===== src/rtl/core/cce_pkg.sv =====
`timescale 1ns / 1ps

package cce_pkg;

  localparam int unsigned CrcW  = 64;
  localparam int unsigned ByteW = 8;
  localparam int unsigned AddrW = 3;

  // width_select codes; the unused code selects 64 bits like WSEL_64
  localparam logic [1:0] WSEL_16 = 2'd0;
  localparam logic [1:0] WSEL_32 = 2'd1;
  localparam logic [1:0] WSEL_64 = 2'd2;

  typedef enum logic [AddrW-1:0] {
    CFG_WIDTH_SEL = 3'd0,
    CFG_POLY      = 3'd1,
    CFG_SEED      = 3'd2,
    CFG_REFLECT   = 3'd3,
    CFG_INVERT    = 3'd4
  } cfg_idx_e;

  localparam logic [1:0]      RST_WIDTH_SEL = WSEL_32;
  localparam logic [CrcW-1:0] RST_POLY      = 64'h0000_0000_04C1_1DB7;
  localparam logic [CrcW-1:0] RST_SEED      = 64'h0000_0000_FFFF_FFFF;

  typedef struct packed {
    logic [1:0]      width_sel;
    logic [CrcW-1:0] poly;
    logic [CrcW-1:0] seed;
    logic            reflect;
    logic            invert;
  } cfg_t;

  typedef struct packed {
    logic [ByteW-1:0] data_byte;
    logic             has_byte;
    logic             first_item;
    logic             last_item;
    logic             use_message_seed;
    logic [CrcW-1:0]  message_seed;
  } item_t;

  function automatic logic [CrcW-1:0] width_mask(input logic [1:0] sel);
    logic [CrcW-1:0] m;
    case (sel)
      WSEL_16: m = 64'h0000_0000_0000_FFFF;
      WSEL_32: m = 64'h0000_0000_FFFF_FFFF;
      default: m = 64'hFFFF_FFFF_FFFF_FFFF;
    endcase
    return m;
  endfunction

  function automatic logic [ByteW-1:0] rev8(input logic [ByteW-1:0] b);
    logic [ByteW-1:0] r;
    for (int i = 0; i < ByteW; i++) begin
      r[i] = b[ByteW-1-i];
    end
    return r;
  endfunction

  function automatic logic [CrcW-1:0] rev64(input logic [CrcW-1:0] v);
    logic [CrcW-1:0] r;
    for (int i = 0; i < CrcW; i++) begin
      r[i] = v[CrcW-1-i];
    end
    return r;
  endfunction

endpackage


===== src/rtl/core/configurable_crc_engine.sv =====
`timescale 1ns / 1ps

// Channel  Direction  Handshake              Payload
// in       sink       in_valid_i/in_stall_o  data_byte, has_byte, first/last_item, seeds
// out      source     out_valid_o/out_stall_i crc_value
// cfg      sink       cfg_we_i               cfg_addr_i, cfg_wdata_i
//
// One byte per cycle sustained, unless a last word waits on a stalled result.
// Accept to result passes the input register, then the eight-step fold into crc_q and the result register.
// Reset clears the valid flags and the running CRC and returns the config registers to their defaults.
// A stalled result holds the input stage only when that stage carries a last word.

module configurable_crc_engine (
  input  logic                         clk_i,
  input  logic                         rst_ni,
  input  logic                         cfg_we_i,
  input  logic [cce_pkg::AddrW-1:0]    cfg_addr_i,
  input  logic [cce_pkg::CrcW-1:0]     cfg_wdata_i,
  input  logic                         in_valid_i,
  output logic                         in_stall_o,
  input  logic [cce_pkg::ByteW-1:0]    data_byte_i,
  input  logic                         has_byte_i,
  input  logic                         first_item_i,
  input  logic                         last_item_i,
  input  logic                         use_message_seed_i,
  input  logic [cce_pkg::CrcW-1:0]     message_seed_i,
  output logic                         out_valid_o,
  input  logic                         out_stall_i,
  output logic [cce_pkg::CrcW-1:0]     crc_value_o
);
  import cce_pkg::*;

  cfg_t            cfg_q;
  item_t           s1_q;
  logic            s1_valid_q;
  logic            s1_move;
  logic            in_take;
  logic [CrcW-1:0] crc_q;
  logic [CrcW-1:0] crc_d;
  logic [CrcW-1:0] result_d;
  logic            out_valid_q;
  logic [CrcW-1:0] out_data_q;

  always_ff @(posedge clk_i or negedge rst_ni) begin
    if (!rst_ni) begin
      cfg_q.width_sel <= RST_WIDTH_SEL;
      cfg_q.poly      <= RST_POLY;
      cfg_q.seed      <= RST_SEED;
      cfg_q.reflect   <= 1'b0;
      cfg_q.invert    <= 1'b0;
    end else if (cfg_we_i) begin
      case (cfg_addr_i)
        CFG_WIDTH_SEL: cfg_q.width_sel <= cfg_wdata_i[1:0];
        CFG_POLY:      cfg_q.poly      <= cfg_wdata_i;
        CFG_SEED:      cfg_q.seed      <= cfg_wdata_i;
        CFG_REFLECT:   cfg_q.reflect   <= cfg_wdata_i[0];
        CFG_INVERT:    cfg_q.invert    <= cfg_wdata_i[0];
        default: ;
      endcase
    end
  end

  // A word without last never waits on the output side.
  assign s1_move    = s1_valid_q && (!s1_q.last_item || !out_valid_q || !out_stall_i);
  assign in_stall_o = s1_valid_q && !s1_move;
  assign in_take    = in_valid_i && !in_stall_o;

  always_ff @(posedge clk_i or negedge rst_ni) begin
    if (!rst_ni) begin
      s1_valid_q <= 1'b0;
    end else if (in_take) begin
      s1_valid_q <= 1'b1;
    end else if (s1_move) begin
      s1_valid_q <= 1'b0;
    end
  end

  always_ff @(posedge clk_i) begin
    if (in_take) begin
      s1_q.data_byte        <= data_byte_i;
      s1_q.has_byte         <= has_byte_i;
      s1_q.first_item       <= first_item_i;
      s1_q.last_item        <= last_item_i;
      s1_q.use_message_seed <= use_message_seed_i;
      s1_q.message_seed     <= message_seed_i;
    end
  end

  cce_fold u_fold (
    .cfg_i    (cfg_q),
    .item_i   (s1_q),
    .crc_i    (crc_q),
    .crc_o    (crc_d),
    .result_o (result_d)
  );

  always_ff @(posedge clk_i or negedge rst_ni) begin
    if (!rst_ni) begin
      crc_q <= '0;
    end else if (s1_move) begin
      crc_q <= crc_d;
    end
  end

  always_ff @(posedge clk_i or negedge rst_ni) begin
    if (!rst_ni) begin
      out_valid_q <= 1'b0;
    end else if (s1_move && s1_q.last_item) begin
      out_valid_q <= 1'b1;
    end else if (!out_stall_i) begin
      out_valid_q <= 1'b0;
    end
  end

  always_ff @(posedge clk_i) begin
    if (s1_move && s1_q.last_item) begin
      out_data_q <= result_d;
    end
  end

  assign out_valid_o = out_valid_q;
  assign crc_value_o = out_data_q;

`ifndef ASSERT_OFF
  a_empty_stage_takes: assert property (@(posedge clk_i) disable iff (!rst_ni)
    !s1_valid_q |-> !in_stall_o)
    else $error("input stalled with empty input stage");

  a_last_gives_result: assert property (@(posedge clk_i) disable iff (!rst_ni)
    s1_move && s1_q.last_item |=> out_valid_o)
    else $error("last word moved without a result");

  a_no_extra_result: assert property (@(posedge clk_i) disable iff (!rst_ni)
    out_valid_o && !out_stall_i && !(s1_move && s1_q.last_item) |=> !out_valid_o)
    else $error("result shown twice");

  a_held_word_kept: assert property (@(posedge clk_i) disable iff (!rst_ni)
    s1_valid_q && !s1_move |=> s1_valid_q && $stable(crc_q))
    else $error("held word lost or CRC changed while held");
`endif

endmodule


===== src/rtl/core/cce_fold.sv =====
`timescale 1ns / 1ps

module cce_fold (
  input  cce_pkg::cfg_t            cfg_i,
  input  cce_pkg::item_t           item_i,
  input  logic [cce_pkg::CrcW-1:0] crc_i,
  output logic [cce_pkg::CrcW-1:0] crc_o,
  output logic [cce_pkg::CrcW-1:0] result_o
);
  import cce_pkg::*;

  logic [CrcW-1:0]  mask;
  logic [CrcW-1:0]  start;
  logic [CrcW-1:0]  acc;
  logic [CrcW-1:0]  poly_al;
  logic [ByteW-1:0] byte_in;
  logic [CrcW-1:0]  fin;
  logic [CrcW-1:0]  fin_rev;

  assign mask    = width_mask(cfg_i.width_sel);
  assign byte_in = cfg_i.reflect ? rev8(item_i.data_byte) : item_i.data_byte;

  // Work MSB-aligned in 64 bits so the same eight steps serve every width.
  always_comb begin
    if (item_i.first_item) begin
      start = (item_i.use_message_seed ? item_i.message_seed : cfg_i.seed) & mask;
    end else begin
      start = crc_i & mask;
    end

    case (cfg_i.width_sel)
      WSEL_16: begin
        acc     = {start[15:0], 48'd0};
        poly_al = {cfg_i.poly[15:0], 48'd0};
      end
      WSEL_32: begin
        acc     = {start[31:0], 32'd0};
        poly_al = {cfg_i.poly[31:0], 32'd0};
      end
      default: begin
        acc     = start;
        poly_al = cfg_i.poly;
      end
    endcase

    if (item_i.has_byte) begin
      acc[CrcW-1 -: ByteW] = acc[CrcW-1 -: ByteW] ^ byte_in;
      for (int k = 0; k < ByteW; k++) begin
        acc = acc[CrcW-1] ? ((acc << 1) ^ poly_al) : (acc << 1);
      end
    end

    case (cfg_i.width_sel)
      WSEL_16: crc_o = {48'd0, acc[63:48]};
      WSEL_32: crc_o = {32'd0, acc[63:32]};
      default: crc_o = acc;
    endcase
  end

  assign fin     = crc_o ^ (cfg_i.invert ? mask : '0);
  assign fin_rev = rev64(fin);

  always_comb begin
    if (!cfg_i.reflect) begin
      result_o = fin;
    end else begin
      case (cfg_i.width_sel)
        WSEL_16: result_o = {48'd0, fin_rev[63:48]};
        WSEL_32: result_o = {32'd0, fin_rev[63:32]};
        default: result_o = fin_rev;
      endcase
    end
  end

endmodule

===== config.mk =====
export PLATFORM = sky130hd
export DESIGN_NAME = configurable_crc_engine
export DESIGN_NICKNAME = d
export VERILOG_FILES = /design/src/rtl/core/cce_pkg.sv /design/src/rtl/core/configurable_crc_engine.sv /design/src/rtl/core/cce_fold.sv
export SDC_FILE = /design/constraint.sdc
export NUM_CORES = 1
export LEC_CHECK = 0
export ABC_CLOCK_PERIOD_IN_PS = 13000
export BUFFER_PORTS_ARGS = -buffer_cell sky130_fd_sc_hd__buf_2
export CORE_MARGIN = 3
export CORE_UTILIZATION = 45
export CTS_BUF_LIST = sky130_fd_sc_hd__clkbuf_16
export CTS_CLUSTER_SIZE = 40
export DETAILED_ROUTE_END_ITERATION = 8
export GPL_TIMING_DRIVEN = 1
export SYNTH_ARGS = -nofsm -noshare
export SYNTH_HDL_FRONTEND = slang
export SYNTH_SLANG_ARGS = --single-unit

===== constraint.sdc =====
create_clock -name clk_i -period 13 [get_ports clk_i]
set_input_delay 0 -clock clk_i [delete_from_list [all_inputs] [get_ports clk_i]]
set_output_delay 0 -clock clk_i [all_outputs]
set_load 0.03 [all_outputs]

After elaboration in Yosys (flattened, before gate mapping) --
Cells that the tools add are included.
Storage, ports and cells: word-level logic and storage cells 75, memories 0, bits in read-only memories 0, RAM bits 0, register bits after elaboration 338, output and inout port bits 66, latch bits 0
Operators by class: shift operators 0, $mul 0, magnitude comparators 0, add/subtract/negate cells 0, bitwise logic cells 12, muxes and demuxes 23, equality and inequality tests 6, reductions and logical operators 19, div/mod/pow operators 0
Operators by type and width (count):
- $mux 64 | 13
- $pmux 64 s2 | 5
- $xor 64x64->64 | 9
- $and 64x64->64 | 2
- $reduce_and 2->1 | 5
- $mux 8 | 1
- $xor 8x8->8 | 1
- $eq 3x2->1 const B | 2
- $logic_not 1->1 | 5
- $logic_and 1x1->1 | 4
- $mux 1 | 4
- $eq 3x1->1 const B | 1
- $eq 3x3->1 const B | 1
- $logic_not 3->1 | 1
- $eq 2x1->1 const B | 1
- $logic_not 2->1 | 1
- $logic_or 1x1->1 | 2
- $ne 2x1->1 const B | 1
- $reduce_bool 2->1 | 1

Logic depth before layout (Yosys ltp) --
depth after elaboration 27, gate-level depth with buffers 28

Modules after synthesis --
Synthesis repeated with hierarchy kept, for this count alone.
Unflattened totals: cell total of the unflattened synthesis 3469, area total of the unflattened synthesis 30315.3 um^2
By module, submodules not included:
- cce_fold | times used 1, area an instance 17107.7 um^2, cells each 2674, sequential area each 0.0 um^2
- configurable_crc_engine | times used 1, area an instance 13207.7 um^2, cells each 795, sequential area each 9217.6 um^2

Least setup slack after synthesis --
Ideal clock, no wire load.
path kind register to register, from register cfg_q[130] in the netlist's numbering, to register out_data_q[18], in the netlist crc_value_o[18] (data pin), period minus slack after synthesis 6.005 ns, cell stages (with the launch flop) 21, data arrival time 5.744 ns, setup time 0.261 ns, slack 6.995 ns, buffers on the path 3, cell sequence dfstp_2 -> buf_2 -> mux2_2 -> mux2i_1 -> nand2_1 -> a32oi_1 -> o21ai_0 -> a2bb2oi_2 -> buf_4 -> and4_1 -> a2111oi_2 -> a211oi_2 -> a221oi_2 -> buf_2 -> mux2_2 -> nor4_1 -> a21o_1 -> nand3_1 -> a31oi_2 -> a22oi_1 -> o311a_1
On the way: longest elaborated chain between the ends 26, elaborated cells on any way between the ends 31, classes of those cells 1 x eq/ne; 17 x mux; 12 x bitwise; 1 x reduce/logical
RTL lines:
- start, declared | line configurable_crc_engine.sv:33 | cfg_t cfg_q;
- $eq 2x1->1 / $logic_not 2->1 (equally long branches)
- $pmux 64 s2 | line cce_pkg.sv:45 | case (sel)
- $and 64x64->64, on equally long branches | line cce_fold.sv:28, cce_fold.sv:26
- $mux 64 | line cce_fold.sv:25 | if (item_i.first_item) begin
- $pmux 64 s2 | line cce_fold.sv:31 | case (cfg_i.width_sel)
- $xor 64x64->64 / $xor 8x8->8 (equally long branches) | line cce_fold.sv:49, cce_fold.sv:47
- $mux 64 / $xor 64x64->64 (equally long branches) | line cce_fold.sv:49 | acc = acc[CrcW-1] ? ((acc << 1) ^ poly_al) : (acc << 1);
- $xor 64x64->64 / $mux 64 (equally long branches) | line cce_fold.sv:49
- (+11 left out)
- $xor 64x64->64 / $mux 64 (equally long branches) | line cce_fold.sv:49
- $mux 64 | line cce_fold.sv:49
- $mux 64 | line cce_fold.sv:46 | if (item_i.has_byte) begin
- $pmux 64 s2 | line cce_fold.sv:53 | case (cfg_i.width_sel)
- $xor 64x64->64 | line cce_fold.sv:60 | assign fin = crc_o ^ (cfg_i.invert ? mask : '0);
- $pmux 64 s2 | line cce_fold.sv:67 | case (cfg_i.width_sel)
- $mux 64 (*) | line cce_fold.sv:64 | if (!cfg_i.reflect) begin
- named net result_d[18] | line configurable_crc_engine.sv:40 | logic [CrcW-1:0] result_d;
- end signal, assigned | line configurable_crc_engine.sv:117 | out_data_q <= result_d;
- end, declared | line configurable_crc_engine.sv:42 | logic [CrcW-1:0] out_data_q;
Mark *: on every way through the listed nets, which the timed path passes. The rest lies on a longest branch. A chain may end at the register's enable or synchronous reset.

Worst setup path in the final report --
from register cfg_q[130] in the netlist's numbering, to register out_data_q[20], in the netlist crc_value_o[20] (data pin)
Same word-level chain as after synthesis.

==> impl_metrics.tcl <==
set metrics [dict create \
    status "finished, violations left" \
    violations "max-capacitance violations" \
    core_um2 61800 \
    netlist_instances 3326 \
    die_w_um 256 \
    finClkSkew_ns 0.0569 \
    worstPathMaxFanout 51 \
    overflow 0 \
    ctsHoldBuffers 153 \
    cts_buffers 41 \
    hold_path.class "input pin to flip-flop" \
    relSlewSlack 0.0111 \
    ys_seq_area_frac 0.327 \
    clock-root-buffer "clkbuf_16" \
    yosys.area.top_type_share 0.149 \
    rows 91 \
    clkSinkCount 338 \
    cts_setup_buffers 0 \
    ant_nets 0 \
    start_util 0.455 \
    hold_viol 0 \
    htreeDepth 2 \
    cts_tree "done" \
    cp_slowest_cell "o31ai_1" \
    die_h_um 256 \
    layout-drive-gt1-share 0.185 \
    ys_seq_elements 338 \
    grt_max_degree 93 \
    setup_viol 0 \
    maxCapViolCount 1 \
    antenna_found_initial 7 \
    drt_iter0_drc 4873 \
    cpPeakStageDelay_ns 1.21 \
    vias 29300 \
    rsz0062_at_grt "false" \
    gp_congestion 1.07 \
    place_hpwl_um 104000 \
    synthTopCellsByCount "428 x nand2_1, 387 x xnor2_1, 348 x nor2_1" \
    crit_arrival_ns 10.19 \
    synth-main-ff-cell "dfrtp_1" \
    ys_types 108 \
    syn-cell-area_um2 28200 \
    critPathKind "flip-flop to flip-flop" \
    areaGrowthSynthToFinish_pct 17.4 \
    synth.area.top_cells "edfxtp_1 15%, dfrtp_1 13%, xnor2_1 12%, mux2i_1 7.0%, nand2_1 5.7%" \
    grt_first_pass_wirelength_um 206000 \
    maxSlewViolCount 0 \
    wl_per_cell_um 32.8 \
    fin_crit_ns 9.87 \
    port_buffers 213 \
    required_ns 13.33 \
    routed_via_density 6.61 \
    worstPathCellList "buf_4, inv_2, buf_4, a211oi_1, o31ai_1, xnor2_1, a21oi_1, and4_1, or2_1, buf_4, nor2_1, a221o_1, or3_1, and2_0, a22oi_4, mux2i_4, xnor2_4, buf_4, a21oi_1, o31ai_1, a2bb2oi_1, xnor2_1, a21oi_1" \
    grt_pass1_vias 27800 \
    clock.fmax_mhz 101 \
    fin_util 0.535 \
    async_flop_share 0.586 \
    clockBufferDepth 3 \
    ctsResizeCount 0 \
    drc 0 \
    startpoint_type "flip-flop" \
    syn-num-nets 3474 \
    grt_usage 0.430 \
    dp_slack_ns 3.57 \
    crit_path_frequent_cell "buf_4" \
    clk_pin_slew_worst_paths_ns 0.06 \
    dieArea_um2 65600 \
    layout_worst_path_cycle_share 0.759 \
    nets 3712 \
    ys_warn_count 0 \
    drtPass1Iterations 9 \
    clock_latency_ns 0.62 \
    io_pins 214 \
    totalWireLength_um 145000 \
    worst_slew_pin_slew_ns 1.47 \
    end_kind "flip-flop" \
    synth_edf_count 140 \
    fillers 5625 \
    tns_ns 0 \
    synth.most_common_cell "nand2_1" \
    layout_setup_ws_ns 3.13 \
    synth.avg_cell_area_um2 8.47 \
    yosysTopAreaCell "edfxtp_1" \
]
cells by family (layout without fill, tap and decap cells):
logic type                count (synthesis)  after routing  share of synthesized area
xor gates and xnor gates                426            426                      0.135
DFF                                     338            338                      0.327
other                                     0              2                          0
AOI/OAI and AO/OA                       853            853                      0.200
and+or+nand+nor                        1059           1059                      0.164
muxes                                   340            340                      0.129
buffers and inverters                   310            580                     0.0452
layout make-up:
class                           count  area (um2)  area share
Clock buffer                       41        1030      0.0310
Antenna cell                        2        5.00    0.000151
Sequential cell                   338        9220       0.279
Timing Repair Buffer              486        3540       0.107
Clock inverter                     34         334      0.0101
Multi-Input combinational cell   2678       17800       0.539
Inverter                           19        71.3     0.00216
Tap cell                          837        1050      0.0317
worst paths after layout:
| check | depth (start not counted) | slack, ns | startpoint | to |
|---|---|---|---|---|
| worst min register to register | 2 | 0.47 | crc_q[3] | crc_q[3] |
| worst max register to register | 23 | 3.13 | cfg_q[130] | crc_value_o[20] |
| min in group asynchronous | 3 | 0.40 | rst_ni | crc_q[46] |
| max in group asynchronous | 5 | 10.31 | rst_ni | crc_q[29] |
| worst max-delay path | 23 | 3.13 | cfg_q[130] | crc_value_o[20] |
| worst min-delay path | 5 | 0.06 | cfg_addr_i[0] | cfg_q[130] |
layer usage:
| metal | track usage | wire [um] | vias to the layer above |
|---|---|---|---|
| li1 | - | - | 12400 |
| met1 | 0.578 | 56200 | 14200 |
| met2 | 0.595 | 57800 | 2227 |
| met3 | 0.146 | 20500 | 458 |
| met4 | 0.259 | 10800 | 6 |
| met5 | 0 | 36 | - |
critical path: cells and delay by family (launching register included):
family,cells,cell delay [ns]
flops,1,0.37
mux,1,0.81
compound gates,9,3.94
buf+inv,5,2.00
xor+xnor,3,0.57
simple gates,5,1.72
through the flow:
stage                     instances  hold WS, ns  cell area (um2)
after floorplan                3326       -0.296            28200
after global placement         4205       0.0513            30100
after detailed placement       4205       0.0495            30100
after CTS                      4433      0.00434            33000
after global routing           4433       0.0674            33000
final                          4435       0.0573            33100
layout by cell type, fill, tap and decap left out, types with 47 or more instances in the layout:
master / synthesis / routed
edfxtp_1: 140 / 140
a21oi_1: 247 / 247
nand3_1: 85 / 85
buf_2: 51 / 212
dfstp_2: 47 / 47
buf_4: 4 / 119
dlygate4sd3_1: 0 / 152
nor2_1: 348 / 341
mux2_2: 137 / 137
dfrtp_1: 151 / 148
xnor2_1: 387 / 382
nand2_1: 428 / 427
o21ai_0: 168 / 167
mux2i_1: 196 / 196
registers in the layout, indices dropped and copies added, names as in the netlist:
name and count:
s1_valid_q 1, crc_q 64, crc_value_o 64, cfg_q 132, out_valid_o 1, s1_q 76
Power is not shown: default switching activity piles up to over one toggle a cycle in this logic, so the estimate is an artifact.
